File: src/aes_pkg.sv
// aes-128 package: s-box, round constants and round helper functions
package aes_pkg;

    localparam int BLOCK_W = 128;
    localparam int HALF_W = 64;
    localparam int NUM_ROUNDS = 10;

    typedef logic [BLOCK_W-1:0] t_block;

    typedef enum logic [0:0] {
        CFG_KEY_HIGH = 1'b0,
        CFG_KEY_LOW  = 1'b1
    } t_cfg_idx;

    function automatic logic [7:0] sbox(input logic [7:0] a);
        logic [7:0] tbl [256];
        tbl = '{
 8'h63,8'h7c,8'h77,8'h7b,8'hf2,8'h6b,8'h6f,8'hc5,8'h30,8'h01,8'h67,8'h2b,8'hfe,8'hd7,8'hab,8'h76,
 8'hca,8'h82,8'hc9,8'h7d,8'hfa,8'h59,8'h47,8'hf0,8'had,8'hd4,8'ha2,8'haf,8'h9c,8'ha4,8'h72,8'hc0,
 8'hb7,8'hfd,8'h93,8'h26,8'h36,8'h3f,8'hf7,8'hcc,8'h34,8'ha5,8'he5,8'hf1,8'h71,8'hd8,8'h31,8'h15,
 8'h04,8'hc7,8'h23,8'hc3,8'h18,8'h96,8'h05,8'h9a,8'h07,8'h12,8'h80,8'he2,8'heb,8'h27,8'hb2,8'h75,
 8'h09,8'h83,8'h2c,8'h1a,8'h1b,8'h6e,8'h5a,8'ha0,8'h52,8'h3b,8'hd6,8'hb3,8'h29,8'he3,8'h2f,8'h84,
 8'h53,8'hd1,8'h00,8'hed,8'h20,8'hfc,8'hb1,8'h5b,8'h6a,8'hcb,8'hbe,8'h39,8'h4a,8'h4c,8'h58,8'hcf,
 8'hd0,8'hef,8'haa,8'hfb,8'h43,8'h4d,8'h33,8'h85,8'h45,8'hf9,8'h02,8'h7f,8'h50,8'h3c,8'h9f,8'ha8,
 8'h51,8'ha3,8'h40,8'h8f,8'h92,8'h9d,8'h38,8'hf5,8'hbc,8'hb6,8'hda,8'h21,8'h10,8'hff,8'hf3,8'hd2,
 8'hcd,8'h0c,8'h13,8'hec,8'h5f,8'h97,8'h44,8'h17,8'hc4,8'ha7,8'h7e,8'h3d,8'h64,8'h5d,8'h19,8'h73,
 8'h60,8'h81,8'h4f,8'hdc,8'h22,8'h2a,8'h90,8'h88,8'h46,8'hee,8'hb8,8'h14,8'hde,8'h5e,8'h0b,8'hdb,
 8'he0,8'h32,8'h3a,8'h0a,8'h49,8'h06,8'h24,8'h5c,8'hc2,8'hd3,8'hac,8'h62,8'h91,8'h95,8'he4,8'h79,
 8'he7,8'hc8,8'h37,8'h6d,8'h8d,8'hd5,8'h4e,8'ha9,8'h6c,8'h56,8'hf4,8'hea,8'h65,8'h7a,8'hae,8'h08,
 8'hba,8'h78,8'h25,8'h2e,8'h1c,8'ha6,8'hb4,8'hc6,8'he8,8'hdd,8'h74,8'h1f,8'h4b,8'hbd,8'h8b,8'h8a,
 8'h70,8'h3e,8'hb5,8'h66,8'h48,8'h03,8'hf6,8'h0e,8'h61,8'h35,8'h57,8'hb9,8'h86,8'hc1,8'h1d,8'h9e,
 8'he1,8'hf8,8'h98,8'h11,8'h69,8'hd9,8'h8e,8'h94,8'h9b,8'h1e,8'h87,8'he9,8'hce,8'h55,8'h28,8'hdf,
 8'h8c,8'ha1,8'h89,8'h0d,8'hbf,8'he6,8'h42,8'h68,8'h41,8'h99,8'h2d,8'h0f,8'hb0,8'h54,8'hbb,8'h16
        };
        return tbl[a];
    endfunction

    function automatic logic [7:0] rcon(input logic [3:0] r);
        logic [7:0] v;
        case (r)
            4'd1: v = 8'h01;
            4'd2: v = 8'h02;
            4'd3: v = 8'h04;
            4'd4: v = 8'h08;
            4'd5: v = 8'h10;
            4'd6: v = 8'h20;
            4'd7: v = 8'h40;
            4'd8: v = 8'h80;
            4'd9: v = 8'h1b;
            4'd10: v = 8'h36;
            default: v = 8'h00;
        endcase
        return v;
    endfunction

    function automatic logic [7:0] xt(input logic [7:0] a);
        return {a[6:0], 1'b0} ^ (a[7] ? 8'h1b : 8'h00);
    endfunction

    // byte i of the block sits at bits 127-8i
    function automatic logic [7:0] get_b(input t_block s, input int i);
        return s[BLOCK_W-1-8*i -: 8];
    endfunction

    function automatic t_block sub_shift(input t_block s);
        t_block t;
        for (int c = 0; c < 4; c++) begin
            for (int r = 0; r < 4; r++) begin
                t[BLOCK_W-1-8*(c*4+r) -: 8] = sbox(get_b(s, ((c + r) % 4) * 4 + r));
            end
        end
        return t;
    endfunction

    function automatic t_block mix(input t_block s);
        t_block t;
        logic [7:0] a0, a1, a2, a3;
        for (int c = 0; c < 4; c++) begin
            a0 = get_b(s, c*4);
            a1 = get_b(s, c*4+1);
            a2 = get_b(s, c*4+2);
            a3 = get_b(s, c*4+3);
            t[BLOCK_W-1-8*(c*4)   -: 8] = xt(a0) ^ xt(a1) ^ a1 ^ a2 ^ a3;
            t[BLOCK_W-1-8*(c*4+1) -: 8] = a0 ^ xt(a1) ^ xt(a2) ^ a2 ^ a3;
            t[BLOCK_W-1-8*(c*4+2) -: 8] = a0 ^ a1 ^ xt(a2) ^ xt(a3) ^ a3;
            t[BLOCK_W-1-8*(c*4+3) -: 8] = xt(a0) ^ a0 ^ a1 ^ a2 ^ xt(a3);
        end
        return t;
    endfunction

    function automatic t_block next_key(input t_block k, input logic [3:0] r);
        logic [31:0] w0, w1, w2, w3, t;
        w0 = k[127:96];
        w1 = k[95:64];
        w2 = k[63:32];
        w3 = k[31:0];
        t = {sbox(w3[23:16]) ^ rcon(r), sbox(w3[15:8]), sbox(w3[7:0]), sbox(w3[31:24])};
        w0 = w0 ^ t;
        w1 = w1 ^ w0;
        w2 = w2 ^ w1;
        w3 = w3 ^ w2;
        return {w0, w1, w2, w3};
    endfunction

endpackage

File: src/aes_round_cell.sv
// one round cell: state and its round key, passed to the next cell each cycle that i_en is high
module aes_round_cell #(
    parameter logic [3:0] ROUND = 4'd1
) (
    input  logic            i_clk,
    input  logic            i_rst_n,
    input  logic            i_en,
    input  logic            i_valid,
    input  aes_pkg::t_block i_state,
    input  aes_pkg::t_block i_key,
    output logic            o_valid,
    output aes_pkg::t_block o_state,
    output aes_pkg::t_block o_key
);
    import aes_pkg::*;

    t_block n_key;
    t_block n_state;
    t_block r_state;
    t_block r_key;
    logic   r_valid;

    always_comb begin
        t_block s;
        s = sub_shift(i_state);
        n_key = next_key(i_key, ROUND);
        if (ROUND != 4'(NUM_ROUNDS)) begin
            s = mix(s);
        end
        n_state = s ^ n_key;
    end

    always_ff @(posedge i_clk) begin
        if (!i_rst_n) begin
            r_valid <= 1'b0;
        end else if (i_en) begin
            r_valid <= i_valid;
        end
        if (i_en) begin
            r_state <= n_state;
            r_key   <= n_key;
        end
    end

    assign o_valid = r_valid;
    assign o_state = r_state;
    assign o_key   = r_key;

endmodule

File: config.mk
export PLATFORM = sky130hd
export DESIGN_NAME = aes_round_cell
export DESIGN_NICKNAME = d
export VERILOG_FILES = /design/src/aes_pkg.sv /design/src/aes_round_cell.sv
export SDC_FILE = /design/constraint.sdc
export NUM_CORES = 2
export LEC_CHECK = 0
export BUFFER_PORTS_ARGS = -buffer_cell sky130_fd_sc_hd__buf_4
export CAP_MARGIN = 20
export CORE_MARGIN = 8
export CORE_UTILIZATION = 38
export DETAILED_ROUTE_END_ITERATION = 10
export PLACE_DENSITY = 0.58
export SLEW_MARGIN = 20
export SYNTH_ARGS = -nofsm -noshare
export SYNTH_HDL_FRONTEND = slang
export SYNTH_SLANG_ARGS = --single-unit
File: constraint.sdc
create_clock -name i_clk -period 5.68 [get_ports i_clk]
set_clock_uncertainty 0.1 [all_clocks]
set_input_delay 1.42 -clock i_clk [delete_from_list [all_inputs] [get_ports i_clk]]
set_output_delay 1.42 -clock i_clk [all_outputs]
set_load 0.005 [all_outputs]
==> run_results.csv <==
group,metric,value,unit
clock_network,cts_buffers,40,
timing,min_period,5.63,ns
placement,place_inst,14600,
placement,hpwl,379000,microns
grt,grt_pass1_vias,96800,
critical_path,critical_path.endpoint_type,"flip-flop",
cells_and_area,final-instance-count-excl-fill,14700,
grt,grt_use_total,40.1,%
cells_and_area,postLayoutCoreUtil,44.0,%
synth,synth-seq-cells,257,
route,via_per_inst,7.22,
clock_network,root_buffer,"clkbuf_16",
clock_network,cts_tree,"done",
synth,synthTopCellsByArea,"edfxtp_1 9.3%, mux4_2 8.2%, a21oi_1 5.2%",
power,power_density,227,mW/mm^2
clock_network,hold_buffers,0,
critical_path,crit_slowest_cell,"xnor2_1",
flow_run,cap_violations,0,
placement,gp_congestion,1.11,
die,std_cell_rows,171,
die,dieArea,0.234,sq mm
critical_path,critPathMaxStageDelay,0.75,ns
critical_path,critical_path_peak_fanout,7,
die,die_h,483,microns
synth,synth.yosys.seq_area_share,9.28,%
die,die_x,483,microns
synth,synth_edf_count,256,
timing,maxSlewViolCount,0,
die,core,0.217,sq mm
synth,synth.largest_area_cell,"edfxtp_1",
clock_network,ctsResizeCount,0,
cells_and_area,nets,12300,
timing,hold_ws,0.449,ns
timing,max_freq,178,MHz
route,firstDrtPassIters,8,
cells_and_area,seqCellArea,0.00771,sq mm
die,start_util,38.2,%
timing,relSlewSlack,16.5,%
grt,antenna_found_initial,37,
status,outcome,"finished, final reports clean",
clock_network,post-cts-setup-buffers,0,
critical_path,cpMostUsedCell,"xnor2_1",
route,first_iter_violations,19800,
timing,setup_viol_count_final,0,
cells_and_area,syn2layout_area_growth,15.1,%
synth,synth.top_cell.area_share,9.26,%
critical_path,crit_type,"in -> reg",
grt,grt_max_degree,129,
synth,synth.yosys.warnings,0,
synth,synthArstFlopShare,0,%
synth,syn_nets,12000,
route,vias,106000,
critical_path,cp.required,5.94,ns
cells_and_area,drive_above_1_share,20.0,%
clock_network,cts_max_level,2,
synth,synthDistinctLibCells,118,
critical_path,start_kind,"input pin",
synth,netlist_area,0.0830,sq mm
grt,grt_overflow_total,0,
synth,syn_avg_cell_area,7.26,sq um
synth,ys.flop_type,"edfxtp_1",
timing,fin_crit_sh,99.2,%
grt,grt_pass1_wl,719000,microns
route,wirelength,506000,microns
placement,io_buffers,516,
critical_path,worstPathCellList,"buf_4, inv_1, ha_1, nand2_1, a311oi_1, a311o_1, o211ai_1, a211o_1, xnor2_1, xnor2_1, xnor3_1, xnor2_1",
power,leakagePower,36.4,nW
clock_network,clockBufferDepth,3,
timing,hold_viol_final,0,
route,ant_nets,0,
power,peakVddDrop,0.227,mV
clock_network,clk_pin_slew,0.06,ns
power,power.total,0.0217,W
cells_and_area,multi_input_area,0.0686,sq mm
synth,syn_inst,11400,
timing,grt_setup_unrepaired,"false",
route,drc_errors,0,
worst_hold_path,min_path_type,"reg -> reg",
die,pin_count,517,
timing,tightestPinTransition,1.24,ns
clock_network,numClockSinks,257,
route,wl_per_cell,34.5,microns
cells_and_area,n_fill_cell,22300,
clock_network,insertion_delay,0.64,ns
critical_path,arrival,5.89,ns
[metal layers]
metal | routed length, microns | track usage (%)
met1 | 184000 | 50.5
met2 | 210000 | 59.5
met3 | 67000 | 11.9
met4 | 44200 | 26.3
met5 | 197 | 0
[cells in the mapped netlist, types with 155 or more instances]
master	count
a211oi_1	228
a21oi_1	865
a311oi_1	217
a31oi_1	234
buf_1	155
buf_2	370
clkbuf_1	798
edfxtp_1	256
ha_1	289
inv_1	202
mux4_2	302
nand2_1	893
nand2b_1	418
nand3_1	371
nor2_1	742
nor2b_1	386
nor3_1	371
o211ai_1	211
o21ai_0	841
o311ai_0	180
o31ai_1	166
xnor2_1	408
xor2_1	195
[metrics by stage]
| step | TNS (ns) | cell area (sq um) | setup WS, ns |
|---|---|---|---|
| finish | 0 | 95600 | 0.0470 |
| global placement | -4.69 | 94100 | -0.631 |
| floorplan | 0 | 83000 | 0.0188 |
| CTS | 0 | 95500 | 0.297 |
| global route | 0 | 95500 | 0.161 |
| detailed placement | -1.29 | 94100 | -0.421 |
[final cells by class]
cell class | instances | share of cell area, %
Sequential cell | 257 | 8.07
Multi-Input combinational cell | 9560 | 71.8
Inverter | 248 | 0.974
Timing Repair Buffer | 1637 | 13.9
Clock inverter | 31 | 0.378
Antenna cell | 23 | 0.0602
Tap cell | 2854 | 3.74
Clock buffer | 43 | 1.06
[registers in the layout (all words and copies together) (netlist names)]
signal,count
o_key,128
o_state,128
o_valid,1
[worst paths after layout]
kind	end	cells after the start	slack [ns]	from
max	o_state[41]	12	0.05	i_state[56]
min	o_valid	2	0.45	o_valid
max reg2reg	o_valid	2	4.97	o_valid
min reg2reg	o_valid	2	0.45	o_valid
[cells in the final DEF (no fill, tap or decap), types with 49 or more instances in the layout]
| cell | instances |
|---|---|
| nor2_1 | 742 |
| xor2_1 | 189 |
| a21o_1 | 88 |
| a21oi_1 | 864 |
| and3_1 | 87 |
| o32ai_1 | 52 |
| a211oi_1 | 228 |
| or2_2 | 129 |
| mux2i_1 | 133 |
| o21a_1 | 61 |
| mux2_2 | 61 |
| nor3_1 | 371 |
| a211o_1 | 72 |
| o22ai_1 | 73 |
| edfxtp_1 | 256 |
| mux4_2 | 302 |
| o211ai_1 | 211 |
| nor3b_1 | 93 |
| o311ai_0 | 180 |
| o21ai_0 | 841 |
| and2_1 | 113 |
| xnor2_1 | 401 |
| o2111ai_1 | 49 |
| a311oi_1 | 217 |
| nor2b_1 | 386 |
| or3_1 | 84 |
| xnor3_1 | 71 |
| a31oi_1 | 234 |
| buf_12 | 79 |
| nand2b_1 | 418 |
| a221oi_1 | 80 |
| inv_1 | 202 |
| buf_4 | 1556 |
| nand2_1 | 893 |
| o221ai_1 | 78 |
| ha_1 | 289 |
| o31ai_1 | 166 |
| a2111oi_0 | 63 |
| nand3_1 | 371 |
[power by group]
part,internal [W],total [W],switching (W)
sequential,0.00322,0.00392,0.000703
combinational,0.00615,0.0150,0.00886
clock,0.00155,0.00277,0.00122
total,0.0109,0.0217,0.0108
[cell families after synthesis]
group                      share of synthesized area [%]
AOI/OAI and AO/OA                                   34.3
xor gates and xnor gates                            9.12
adders and majority gates                           4.35
buffers and inverters                               8.24
DFF                                                 9.28
muxes                                               10.7
and+or+nand+nor                                     23.9
[critical path, delay by kind of cell]
kind | cells | cell delay (ns)
simple gates | 1 | 0.39
fa+ha+maj | 1 | 0.55
xor+xnor | 4 | 1.93
buf+inv | 2 | 0.40
compound gates | 4 | 1.17
No activity file was read; power rests on OpenSTA's default activity.
